--- src/rtl/htlp_pkg.sv ---
// Package with shared types and codes for the linear-probe hash table.
`timescale 1ns / 1ps

package htlp_pkg;

   localparam logic OP_LOOKUP = 1'b0;
   localparam logic OP_INSERT = 1'b1;

   typedef enum logic [2:0] {
      ST_CLEAR,
      ST_IDLE,
      ST_SCAN,
      ST_PREP,
      ST_PROBE,
      ST_FINISH
   } state_type;

   typedef struct packed {
      logic clear;
      logic load_req;
      logic scan;
      logic probe_prep;
      logic probe;
      logic rsp_load;
   } dp_cmd_type;

   typedef struct packed {
      logic clear_last;
      logic scan_done;
      logic mod_done;
      logic hit;
      logic is_insert;
      logic probe_done;
      logic out_free;
   } dp_sts_type;

endpackage

--- src/rtl/htlp_ctrl.sv ---
// Controller state machine that sequences clear, scan, probe and response steps.
`timescale 1ns / 1ps

module htlp_ctrl
   import htlp_pkg::*;
(
   input  logic       clock,
   input  logic       reset,
   input  logic       req_valid,
   output logic       req_ready,
   input  dp_sts_type sts,
   output dp_cmd_type cmd
);

   state_type state_ff;
   state_type state_in;

   always_ff @(posedge clock) begin
      if (reset) begin
         state_ff <= ST_CLEAR;
      end else begin
         state_ff <= state_in;
      end
   end

   always_comb begin
      state_in = state_ff;
      case (state_ff)
         ST_CLEAR: begin
            if (sts.clear_last) begin
               state_in = ST_IDLE;
            end
         end
         ST_IDLE: begin
            if (req_valid) begin
               state_in = ST_SCAN;
            end
         end
         ST_SCAN: begin
            if (sts.scan_done && sts.mod_done) begin
               if (sts.hit || !sts.is_insert) begin
                  state_in = ST_FINISH;
               end else begin
                  state_in = ST_PREP;
               end
            end
         end
         ST_PREP: begin
            state_in = ST_PROBE;
         end
         ST_PROBE: begin
            if (sts.probe_done) begin
               state_in = ST_FINISH;
            end
         end
         ST_FINISH: begin
            if (sts.out_free) begin
               state_in = ST_IDLE;
            end
         end
         default: begin
            state_in = ST_CLEAR;
         end
      endcase
   end

   always_comb begin
      cmd       = '0;
      req_ready = 1'b0;
      case (state_ff)
         ST_CLEAR: begin
            cmd.clear = 1'b1;
         end
         ST_IDLE: begin
            req_ready    = 1'b1;
            cmd.load_req = req_valid;
         end
         ST_SCAN: begin
            cmd.scan = 1'b1;
         end
         ST_PREP: begin
            cmd.probe_prep = 1'b1;
         end
         ST_PROBE: begin
            cmd.probe = 1'b1;
         end
         ST_FINISH: begin
            cmd.rsp_load = sts.out_free;
         end
         default: begin
            cmd = '0;
         end
      endcase
   end

endmodule

--- src/rtl/htlp_dp.sv ---
// Datapath with the slot memories, scan and probe pipeline, modulo unit and output register.
`timescale 1ns / 1ps

module htlp_dp
   import htlp_pkg::*;
#(
   parameter int SLOTS      = 16,
   parameter int KEY_BITS   = 16,
   parameter int VALUE_BITS = 16,
   localparam int CNT_W     = $clog2(SLOTS + 1)
) (
   input  logic                  clock,
   input  logic                  reset,
   input  dp_cmd_type            cmd,
   output dp_sts_type            sts,
   input  logic                  req_type,
   input  logic [KEY_BITS-1:0]   req_key,
   input  logic [VALUE_BITS-1:0] req_value,
   input  logic                  rsp_ready,
   output logic                  rsp_valid,
   output logic                  rsp_key_found,
   output logic [VALUE_BITS-1:0] rsp_found_value,
   output logic                  rsp_was_inserted,
   output logic                  rsp_table_full,
   output logic [CNT_W-1:0]      rsp_entry_count
);

   localparam int IDX_W  = $clog2(SLOTS);
   localparam int NSTEP  = $clog2(KEY_BITS);
   localparam int SUM_W  = IDX_W + NSTEP;
   localparam int MCNT_W = $clog2(NSTEP + 2);
   localparam logic [SUM_W-1:0] DIV_TOP = SUM_W'(SLOTS) << (NSTEP - 1);

   function automatic int bit_weight(int pos);
      int w;
      w = 1;
      for (int i = 0; i < pos; i++) begin
         w = (2 * w) % SLOTS;
      end
      return w;
   endfunction

   logic [KEY_BITS-1:0]   key_mem [SLOTS];
   logic [VALUE_BITS-1:0] val_mem [SLOTS];
   logic                  vld_mem [SLOTS];

   logic [IDX_W-1:0]      clr_addr_ff, clr_addr_in;
   logic [CNT_W-1:0]      iss_cnt_ff, iss_cnt_in;
   logic [CNT_W-1:0]      chk_cnt_ff, chk_cnt_in;
   logic                  cmp_en_ff, cmp_en_in;
   logic                  hit_ff, hit_in;
   logic                  placed_ff, placed_in;
   logic [MCNT_W-1:0]     mod_cnt_ff, mod_cnt_in;
   logic [CNT_W-1:0]      count_ff, count_in;
   logic                  rsp_valid_ff, rsp_valid_in;

   logic [IDX_W-1:0]      addr_ff, addr_in;
   logic [IDX_W-1:0]      cmp_addr_ff, cmp_addr_in;
   logic                  type_ff, type_in;
   logic [KEY_BITS-1:0]   key_ff, key_in;
   logic [VALUE_BITS-1:0] val_ff, val_in;
   logic [VALUE_BITS-1:0] hit_val_ff, hit_val_in;
   logic [SUM_W-1:0]      mod_acc_ff, mod_acc_in;
   logic [SUM_W-1:0]      mod_div_ff, mod_div_in;

   logic                  rsp_key_found_ff, rsp_key_found_in;
   logic [VALUE_BITS-1:0] rsp_found_value_ff, rsp_found_value_in;
   logic                  rsp_was_inserted_ff, rsp_was_inserted_in;
   logic                  rsp_table_full_ff, rsp_table_full_in;
   logic [CNT_W-1:0]      rsp_entry_count_ff, rsp_entry_count_in;

   logic [KEY_BITS-1:0]   rd_key_ff;
   logic [VALUE_BITS-1:0] rd_val_ff;
   logic                  rd_vld_ff;

   logic                  iss_en;
   logic                  ins_we;
   logic                  chk_all;
   logic [IDX_W-1:0]      wterm [KEY_BITS];
   logic [SUM_W-1:0]      mod_sum;

   assign iss_en  = (cmd.scan || cmd.probe) && (iss_cnt_ff != CNT_W'(SLOTS));
   assign ins_we  = cmd.probe && cmp_en_ff && !rd_vld_ff && !placed_ff;
   assign chk_all = (chk_cnt_ff == CNT_W'(SLOTS));

   // Each key bit contributes its power of two reduced modulo the slot count.
   for (genvar j = 0; j < KEY_BITS; j++) begin : g_weight
      localparam logic [IDX_W-1:0] WEIGHT = IDX_W'(bit_weight(j));
      assign wterm[j] = key_ff[j] ? WEIGHT : '0;
   end

   always_comb begin
      mod_sum = '0;
      for (int j = 0; j < KEY_BITS; j++) begin
         mod_sum = SUM_W'(mod_sum + SUM_W'(wterm[j]));
      end
   end

   // Slot memories: one write port, one registered read port.
   always_ff @(posedge clock) begin
      if (cmd.clear) begin
         vld_mem[clr_addr_ff] <= 1'b0;
      end else if (ins_we) begin
         vld_mem[cmp_addr_ff] <= 1'b1;
         key_mem[cmp_addr_ff] <= key_ff;
         val_mem[cmp_addr_ff] <= val_ff;
      end
   end

   always_ff @(posedge clock) begin
      if (iss_en) begin
         rd_key_ff <= key_mem[addr_ff];
         rd_val_ff <= val_mem[addr_ff];
         rd_vld_ff <= vld_mem[addr_ff];
      end
   end

   always_comb begin
      clr_addr_in         = clr_addr_ff;
      iss_cnt_in          = iss_cnt_ff;
      chk_cnt_in          = chk_cnt_ff;
      cmp_en_in           = 1'b0;
      hit_in              = hit_ff;
      placed_in           = placed_ff;
      mod_cnt_in          = mod_cnt_ff;
      count_in            = count_ff;
      rsp_valid_in        = rsp_valid_ff;
      addr_in             = addr_ff;
      cmp_addr_in         = cmp_addr_ff;
      type_in             = type_ff;
      key_in              = key_ff;
      val_in              = val_ff;
      hit_val_in          = hit_val_ff;
      mod_acc_in          = mod_acc_ff;
      mod_div_in          = mod_div_ff;
      rsp_key_found_in    = rsp_key_found_ff;
      rsp_found_value_in  = rsp_found_value_ff;
      rsp_was_inserted_in = rsp_was_inserted_ff;
      rsp_table_full_in   = rsp_table_full_ff;
      rsp_entry_count_in  = rsp_entry_count_ff;

      if (cmd.clear) begin
         clr_addr_in = IDX_W'(clr_addr_ff + 1'b1);
      end

      // The weighted bit sum is loaded first, then reduced below the slot count by
      // subtracting halving multiples of it, one step per cycle.
      if (mod_cnt_ff == MCNT_W'(NSTEP + 1)) begin
         mod_acc_in = mod_sum;
         mod_div_in = DIV_TOP;
         mod_cnt_in = MCNT_W'(mod_cnt_ff - 1'b1);
      end else if (mod_cnt_ff != '0) begin
         if (mod_acc_ff >= mod_div_ff) begin
            mod_acc_in = mod_acc_ff - mod_div_ff;
         end
         mod_div_in = mod_div_ff >> 1;
         mod_cnt_in = MCNT_W'(mod_cnt_ff - 1'b1);
      end

      if (cmd.scan || cmd.probe) begin
         cmp_en_in = iss_en;
         if (iss_en) begin
            cmp_addr_in = addr_ff;
            iss_cnt_in  = CNT_W'(iss_cnt_ff + 1'b1);
            if (addr_ff == IDX_W'(SLOTS - 1)) begin
               addr_in = '0;
            end else begin
               addr_in = IDX_W'(addr_ff + 1'b1);
            end
         end
         if (cmp_en_ff) begin
            chk_cnt_in = CNT_W'(chk_cnt_ff + 1'b1);
         end
      end

      if (cmd.scan && cmp_en_ff && rd_vld_ff && (rd_key_ff == key_ff) && !hit_ff) begin
         hit_in     = 1'b1;
         hit_val_in = rd_val_ff;
      end

      if (ins_we) begin
         placed_in = 1'b1;
         count_in  = CNT_W'(count_ff + 1'b1);
      end

      if (cmd.load_req) begin
         type_in    = req_type;
         key_in     = req_key;
         val_in     = req_value;
         addr_in    = '0;
         iss_cnt_in = '0;
         chk_cnt_in = '0;
         hit_in     = 1'b0;
         placed_in  = 1'b0;
         mod_cnt_in = MCNT_W'(NSTEP + 1);
      end

      if (cmd.probe_prep) begin
         addr_in    = mod_acc_ff[IDX_W-1:0];
         iss_cnt_in = '0;
         chk_cnt_in = '0;
      end

      if (rsp_valid_ff && rsp_ready) begin
         rsp_valid_in = 1'b0;
      end

      if (cmd.rsp_load) begin
         rsp_valid_in        = 1'b1;
         rsp_key_found_in    = hit_ff;
         rsp_found_value_in  = (hit_ff && (type_ff == OP_LOOKUP)) ? hit_val_ff : '0;
         rsp_was_inserted_in = placed_ff;
         rsp_table_full_in   = (type_ff == OP_INSERT) && !hit_ff && !placed_ff;
         rsp_entry_count_in  = count_ff;
      end
   end

   always_ff @(posedge clock) begin
      if (reset) begin
         clr_addr_ff  <= '0;
         iss_cnt_ff   <= '0;
         chk_cnt_ff   <= '0;
         cmp_en_ff    <= 1'b0;
         hit_ff       <= 1'b0;
         placed_ff    <= 1'b0;
         mod_cnt_ff   <= '0;
         count_ff     <= '0;
         rsp_valid_ff <= 1'b0;
      end else begin
         clr_addr_ff  <= clr_addr_in;
         iss_cnt_ff   <= iss_cnt_in;
         chk_cnt_ff   <= chk_cnt_in;
         cmp_en_ff    <= cmp_en_in;
         hit_ff       <= hit_in;
         placed_ff    <= placed_in;
         mod_cnt_ff   <= mod_cnt_in;
         count_ff     <= count_in;
         rsp_valid_ff <= rsp_valid_in;
      end
   end

   always_ff @(posedge clock) begin
      addr_ff             <= addr_in;
      cmp_addr_ff         <= cmp_addr_in;
      type_ff             <= type_in;
      key_ff              <= key_in;
      val_ff              <= val_in;
      hit_val_ff          <= hit_val_in;
      mod_acc_ff          <= mod_acc_in;
      mod_div_ff          <= mod_div_in;
      rsp_key_found_ff    <= rsp_key_found_in;
      rsp_found_value_ff  <= rsp_found_value_in;
      rsp_was_inserted_ff <= rsp_was_inserted_in;
      rsp_table_full_ff   <= rsp_table_full_in;
      rsp_entry_count_ff  <= rsp_entry_count_in;
   end

   always_comb begin
      sts            = '0;
      sts.clear_last = (clr_addr_ff == IDX_W'(SLOTS - 1));
      sts.scan_done  = chk_all;
      sts.mod_done   = (mod_cnt_ff == '0);
      sts.hit        = hit_ff;
      sts.is_insert  = (type_ff == OP_INSERT);
      sts.probe_done = placed_ff || chk_all;
      sts.out_free   = !rsp_valid_ff || rsp_ready;
   end

   assign rsp_valid        = rsp_valid_ff;
   assign rsp_key_found    = rsp_key_found_ff;
   assign rsp_found_value  = rsp_found_value_ff;
   assign rsp_was_inserted = rsp_was_inserted_ff;
   assign rsp_table_full   = rsp_table_full_ff;
   assign rsp_entry_count  = rsp_entry_count_ff;

endmodule

--- src/rtl/hash_table_linear_probe.sv ---
// Top level of the open-addressing hash table with linear probing.
//
//   Channel  Direction  Handshake            Payload
//   req      in         req_valid/req_ready  req_type, req_key, req_value
//   rsp      out        rsp_valid/rsp_ready  rsp_key_found, rsp_found_value,
//                                            rsp_was_inserted, rsp_table_full,
//                                            rsp_entry_count
//
// A lookup scans every slot and an insert that finds no match then probes on from its hash slot,
// reading every slot through the single read port of the slot memory, one per cycle.
// After reset a clearing pass marks every slot free before req_ready rises.
// A finished result sits in the output register while the next transfer on req is taken.
// If that register is still full when the next result is done, the block holds until it drains.
`timescale 1ns / 1ps

module hash_table_linear_probe
   import htlp_pkg::*;
#(
   parameter int SLOTS      = 16,
   parameter int KEY_BITS   = 16,
   parameter int VALUE_BITS = 16,
   localparam int CNT_W     = $clog2(SLOTS + 1)
) (
   input  logic                  clock,
   input  logic                  reset,
   input  logic                  req_valid,
   output logic                  req_ready,
   input  logic                  req_type,
   input  logic [KEY_BITS-1:0]   req_key,
   input  logic [VALUE_BITS-1:0] req_value,
   output logic                  rsp_valid,
   input  logic                  rsp_ready,
   output logic                  rsp_key_found,
   output logic [VALUE_BITS-1:0] rsp_found_value,
   output logic                  rsp_was_inserted,
   output logic                  rsp_table_full,
   output logic [CNT_W-1:0]      rsp_entry_count
);

   dp_cmd_type cmd;
   dp_sts_type sts;

   htlp_ctrl u_ctrl (
      .clock     (clock),
      .reset     (reset),
      .req_valid (req_valid),
      .req_ready (req_ready),
      .sts       (sts),
      .cmd       (cmd)
   );

   htlp_dp #(
      .SLOTS      (SLOTS),
      .KEY_BITS   (KEY_BITS),
      .VALUE_BITS (VALUE_BITS)
   ) u_dp (
      .clock            (clock),
      .reset            (reset),
      .cmd              (cmd),
      .sts              (sts),
      .req_type         (req_type),
      .req_key          (req_key),
      .req_value        (req_value),
      .rsp_ready        (rsp_ready),
      .rsp_valid        (rsp_valid),
      .rsp_key_found    (rsp_key_found),
      .rsp_found_value  (rsp_found_value),
      .rsp_was_inserted (rsp_was_inserted),
      .rsp_table_full   (rsp_table_full),
      .rsp_entry_count  (rsp_entry_count)
   );

   a_one_outcome: assert property (@(posedge clock) disable iff (reset)
      rsp_valid |-> !(rsp_was_inserted && rsp_table_full)
                    && !(rsp_key_found && (rsp_was_inserted || rsp_table_full)))
      else $error("response reports more than one outcome");

   a_count_bound: assert property (@(posedge clock) disable iff (reset)
      rsp_valid |-> (rsp_entry_count <= CNT_W'(SLOTS)))
      else $error("entry count exceeds the slot count");

   a_miss_zero: assert property (@(posedge clock) disable iff (reset)
      (rsp_valid && !rsp_key_found) |-> (rsp_found_value == '0))
      else $error("found value is nonzero on a miss");

   a_one_at_a_time: assert property (@(posedge clock) disable iff (reset)
      (req_valid && req_ready) |=> !req_ready)
      else $error("request taken while another is in progress");

endmodule
--- config.mk ---
export PLATFORM = sky130hd
export DESIGN_NAME = hash_table_linear_probe
export DESIGN_NICKNAME = d
export VERILOG_FILES = /design/src/rtl/htlp_pkg.sv /design/src/rtl/htlp_ctrl.sv /design/src/rtl/htlp_dp.sv /design/src/rtl/hash_table_linear_probe.sv
export SDC_FILE = /design/constraint.sdc
export NUM_CORES = 1
export LEC_CHECK = 0
export BUFFER_PORTS_ARGS = -buffer_cell sky130_fd_sc_hd__buf_2
export CORE_MARGIN = 10
export CORE_UTILIZATION = 40
export DETAILED_ROUTE_END_ITERATION = 10
export GPL_ROUTABILITY_DRIVEN = 0
export SLEW_MARGIN = 5
export SYNTH_ARGS = -nofsm -noshare
export SYNTH_HDL_FRONTEND = slang
export SYNTH_SLANG_ARGS = --single-unit
--- constraint.sdc ---
create_clock -name clock -period 10.8 [get_ports clock]
set_input_delay 2.16 -clock clock [delete_from_list [all_inputs] [get_ports clock]]
set_output_delay 2.16 -clock clock [all_outputs]
set_load 0.03 [all_outputs]
### After elaboration in Yosys (flattened, before gate mapping)

Memories as Yosys holds them, arrays and structs flattened. A register that Yosys moved wholly into a read port is not among the register bits.
Cells that the tools add are included.

| word-level totals | value |
|---|---|
| register bits after elaboration | 126 |
| memory bits (writable) | 528 |
| input port bits | 37 |
| output and inout bits | 26 |
| memories kept | 3 |

Memory list:

| memory | words | width | rd ports | clocked after Yosys merged registers in | write ports | RTL line | text |
|---|---|---|---|---|---|---|---|
| u_dp.key_mem | 16 | 16 | 1 | 1 | 1 | htlp_dp.sv:43 | `logic [KEY_BITS-1:0] key_mem [SLOTS];` |
| u_dp.val_mem | 16 | 16 | 1 | 1 | 1 | htlp_dp.sv:44 | `logic [VALUE_BITS-1:0] val_mem [SLOTS];` |
| u_dp.vld_mem | 16 | 1 | 1 | 1 | 1 | htlp_dp.sv:45 | `logic vld_mem [SLOTS];` |

| cells by class | value |
|---|---|
| add/subtract/negate cells | 10 |
| magnitude comparators | 1 |
| eq/ne operators | 16 |
| mux-type cells | 39 |
| bitwise operators | 2 |
| reductions and logical operators | 40 |

Operators by type and width:

| kind | number |
|---|---|
| $mux 3 | 10 |
| $mux 4 | 7 |
| $mux 8 | 3 |
| $pmux 3 s6 | 1 |
| $mux 1 | 17 |
| $add 8x4->8 | 2 |
| $eq 16x16->1 | 1 |
| $add 5x1->5 const B | 3 |
| $logic_and 1x1->1 | 13 |
| $reduce_bool 3->1 | 4 |
| $eq 3x3->1 const B | 3 |
| $add 4x1->4 const B | 2 |
| $eq 4x4->1 const B | 2 |
| $ge 8x8->1 | 1 |
| $reduce_and 2->1 | 4 |
| $sub 8x8->8 | 1 |
| $eq 3x2->1 const B | 2 |
| $logic_not 3->1 | 2 |
| $ne 2x2->1 const B | 3 |
| $reduce_bool 2->1 | 3 |
| $add 4x4->5 | 1 |
| $eq 5x5->1 const B | 1 |
| $logic_not 1->1 | 5 |
| $ne 5x5->1 const B | 1 |
| other kinds (10) | 16 |

### Logic depth before layout (Yosys ltp)

| logic depth | value |
|---|---|
| depth after elaboration | 10 |
| mapped depth | 9 |
| gate-level depth less buffers | 9 |

### By module

Synthesis repeated with hierarchy kept, for this count alone.

| second synthesis, totals | value |
|---|---|
| cell total of the unflattened synthesis | 1,486 |
| area, all modules | 26,775.7 µm² |

Modules (own cells, without submodules):

| module | times used | cells each | area each (µm²) | seq. area each (µm²) |
|---|---|---|---|---|
| htlp_dp | 1 | 1,449 | 26,509.2 | 20,199.4 |
| htlp_ctrl | 1 | 37 | 266.5 | 60.1 |

### Worst setup path before layout

No wires, ideal clock.

| timing | value |
|---|---|
| kind | register -> register |
| start | register u_ctrl.state_ff[1] |
| end | memory u_dp.key_mem[12][0] (enable) |
| library setup time | 0.501 ns |
| arrival time | 4.380 ns |
| required time | 10.299 ns |
| setup slack | 5.918 ns |
| stages on the path, launching flop included | 6 |
| buffers on the path | 3 |
| cells stage by stage | dfxtp_1 -> buf_2 -> or4_1 -> buf_2 -> buf_2 -> nor4_1 |

| between the ends | value |
|---|---|
| longest elaborated chain between the ends | 8 |
| elaborated cells on any way between the ends | 10 |

Ends and longest elaborated chain:

| what | RTL line | text |
|---|---|---|
| start: declaration | htlp_ctrl.sv:15 | `state_type state_ff;` |
| start signal: assignment | htlp_ctrl.sv:22 | `state_ff <= state_in;` |
| $eq 3x3->1 | htlp_ctrl.sv:70 | `case (state_ff)` |
| $mux 1 | htlp_ctrl.sv:70 |  |
| $logic_and 1x1->1 (3 in series) | htlp_dp.sv:83 | `assign ins_we = cmd.probe && cmp_en_ff && !rd_vld_ff && !placed_ff;` |
| $mux 1 | htlp_dp.sv:103 | `end else if (ins_we) begin` |
| $mux 1 (*) | htlp_dp.sv:101 | `if (cmd.clear) begin` |
| $mux 1 (not written as such) (*) | htlp_dp.sv:105 | `key_mem[cmp_addr_ff] <= key_ff;` |
| end: declaration | htlp_dp.sv:43 |  |

Mark *: on every way between the ends. The rest lies on a longest branch, timed or not.

### Worst setup path in the final report

| timing | value |
|---|---|
| start | register u_ctrl.state_ff[0] |
| end | output req_ready |

| between the ends | value |
|---|---|
| longest elaborated chain between the ends | 2 |

Ends and longest elaborated chain:

| what | RTL line | text |
|---|---|---|
| $eq 3x1->1 | htlp_ctrl.sv:70 |  |
| $mux 1 | htlp_ctrl.sv:70 |  |
| end: declaration | hash_table_linear_probe.sv:27 | `output logic req_ready,` |

Every way passes these cells.

==> results.txt <==
P&R area growth vs syn: 13.7%
Core ar.: 65,600 µm²
Required @ worst endpoint: 8.64 ns
Status: complete, no violations
Sequential fraction of the synthesis area: 76.7%
Count leader, synth: edfxtp_1
Synth async-reset ratio: 0%
Cell area after layout: 30,000 µm²
H-tree depth: 3
Horiz. Die Dim: 277 µm
Syn_area_per_cell: 19.2 µm²
Hold_buf cts: 0
Max FO, Critical Path: 14
Yosys top cell area share: 73.9%
Grt ovf: 0
Pin count of the biggest net entering global routing: 104
Final setup TNS: 0 ns
Mapped Nets: 1,430
Routed Antenna Nets: 0
P_leak: 0.00962 µW
Ys flop type: edfxtp_1
CTS buffer count: 72
Worst-Skew Late Latency: 0.60 ns
PostCTS Resize Cnt: 0
Layout cells sized above 1: 22.9%
Peak Freq: 0.248 GHz
Crit-path leading delay family: flip-flops
Clk root buf: clkbuf_16
Setup repair bufs after CTS: 0
Placed Area: 27,900 µm²
Max Root-Sink Buffers: 3
DP HPWL: 29.7 mm
Total iterations of the first detailed-routing run: 5
Tcrit/Tclk final: 37.4%
Clock Pin Slew Worst Setup and Hold Paths: 0.06 ns
Worst path max stage delay: 0.64 ns
Clock sinks: 687
Max Cap Viol: 0
WL/cell: 22.9 µm
Vias per cell: 5.35
Post-Place Setup Slack: 7.17 ns
EDFF count, synth: 650
Slew margin rel.: 17.5%
VDD IR-drop max: 0.000130 V
I/O Buffers: 62
Post-route clock skew: 0.0268 ns
First-pass GRT wire length: 83.7 mm
Worst path cell trace: nor2b_1 -> and2_1 -> buf_2
Worst slew pin tran: 1.24 ns
# setup viols final: 0
Ports: 63
Crit path launch type: flop
Commonest cells post-synth: edfxtp_1 (650), mux4_2 (132), nand2_1 (93)
Initial antenna violation count: 1
WP data arrival: 1.88 ns
GRT Util Overall: 14.2%
Setup CP Type: flop to output pin
Min Tclk post-route: 4.04 ns
Synth warnings: 0
Pins Over Slew Limit: 0
Nets: 1,529
#FFs+latches synth: 687
Starting Density: 40.3%
Rows: 94
Slowest cell on crit path: dfxtp_1
Synth Cell Area: 26,400 µm²
Crit end category: output pin
Residual DRC: 0
DR iter-0 viols: 1,056
ANT cells: 0
Final hold violations: 0
Die area: 76,800 µm²
Yosys top cell by area: edfxtp_1
Bufs and invs on worst path: 1
RSZ-0062 raised after global routing: false
Final wirelength: 54.8 mm
Vias: 12,800
Final worst setup slack: 6.76 ns
CTS tree: done
Hold crit path type: flop to flop
Die Ht: 277 µm
Mapped Cells: 1,374
Vias in the first global route: 13,400
PwrDens: 183 nW/µm²
Top cells by area, synth: edfxtp_1 (74%), mux4_2 (11%), dfxtp_1 (2.8%)
Yosys cell types: 49
[final cells by class]
| cell class | instances | area, µm² |
|---|---|---|
| fillers | 5503 | 35600 |
| clock inverters | 44 | 244 |
| flip-flops and latches | 687 | 20300 |
| multi-input cells | 594 | 5900 |
| repair buffers | 95 | 583 |
| well taps | 864 | 1080 |
| inverters | 23 | 86.3 |
| clock buffers | 83 | 1880 |
[path summary, 6_finish.rpt]
kind	cells past startpoint	slack [ns]	to	startpoint
max	3	6.76	req_ready	u_ctrl.state_ff[0]
min	0	0.41	u_dp.hit_val_ff[3]	u_dp.rd_val_ff[3]
max reg2reg	6	7.15	u_dp.val_mem[11][3]	u_ctrl.state_ff[0]
min reg2reg	0	0.41	u_dp.hit_val_ff[3]	u_dp.rd_val_ff[3]
[registers in the layout, indices dropped and copies added, names as in the netlist, 16 cells and up]
register	flops
u_dp.rd_key_ff	16
u_dp.val_ff	16
u_dp.hit_val_ff	16
u_dp.val_mem	256
u_dp.key_mem	256
u_dp.vld_mem	16
u_dp.rd_val_ff	16
u_dp.key_ff	16
u_dp.rsp_found_value	16
[routing by layer]
| layer | share of wire (%) | GRT usage (%) | up-vias |
|---|---|---|---|
| li1 | - | - | 5698 |
| met4 | 2.3 | 4.11 | 0 |
| met1 | 45 | 19.5 | 6671 |
| met5 | 0 | 0 | - |
| met3 | 4.9 | 2.90 | 85 |
| met2 | 48 | 22.7 | 321 |
[kinds of logic (layout without fill, tap and decap cells)]
group	Yosys count	in the layout	share of synthesized area, %
multiplexers	139	139	11.5
XOR/XNOR	35	35	1.16
flip-flops	687	687	76.7
buffers and inverters	93	245	1.49
AO/OA/AOI/OAI	127	127	3.21
adder cells (fa/ha/maj)	19	19	0.928
AND/OR/NAND/NOR	274	274	5.04
[cell usage in the layout (no fill, tap or decap), types with 3 or more instances in the layout]
| master | Yosys | final |
|---|---|---|
| clkbuf_1 | 39 | 8 |
| clkbuf_16 | 0 | 73 |
| inv_1 | 21 | 20 |
| o21a_1 | 7 | 7 |
| nor3b_1 | 5 | 4 |
| o21ai_0 | 9 | 9 |
| nor3_1 | 11 | 8 |
| nor3_2 | 2 | 4 |
| a31oi_1 | 42 | 42 |
| a21oi_1 | 17 | 17 |
| nor2b_1 | 39 | 39 |
| xor2_1 | 21 | 21 |
| nand4_1 | 8 | 8 |
| nor4_2 | 0 | 4 |
| clkinv_1 | 1 | 23 |
| buf_2 | 18 | 62 |
| and2_1 | 20 | 20 |
| a211oi_1 | 33 | 33 |
| a22o_1 | 8 | 8 |
| nand3_1 | 9 | 9 |
| nand2_1 | 93 | 93 |
| inv_6 | 0 | 4 |
| edfxtp_1 | 650 | 650 |
| mux2i_1 | 7 | 7 |
| ha_1 | 18 | 18 |
| o22ai_1 | 3 | 3 |
| clkinvlp_4 | 0 | 3 |
| dfxtp_1 | 37 | 37 |
| clkinv_2 | 0 | 13 |
| nor2_1 | 62 | 52 |
| mux4_2 | 132 | 132 |
| buf_4 | 4 | 31 |
| nor2_4 | 0 | 10 |
| nor4_1 | 10 | 6 |
| nand2b_1 | 7 | 7 |
| xnor2_1 | 14 | 14 |
[report_power, final]
group,internal [µW],switching (µW),total (µW),leakage [µW]
Combinational,127,163,290,0.00235
Clock,1270,976,2250,0.00105
Sequential,2930,29.5,2960,0.00622
[worst register-to-register path: cells and delay by family, from the launching register on]
kind	cells	cell delay, ns
AND/OR/NAND/NOR	4	1.89
buffers and inverters	2	0.92
flip-flops	1	0.46
[metrics by stage]
stage          hold slack, ns  power [µW]  instances  util (%)
6_report                0.412        5500       2390      45.8
5_1_grt                 0.425        5720       2390      45.8
4_1_cts                 0.416        5570       2390      45.8
3_5_place_dp            0.405        3310       2263      42.5
3_3_place_gp            0.402        3300       2263      42.5
2_1_floorplan           0.400        3240       1374         -
Power figures use the tool's default switching activity.
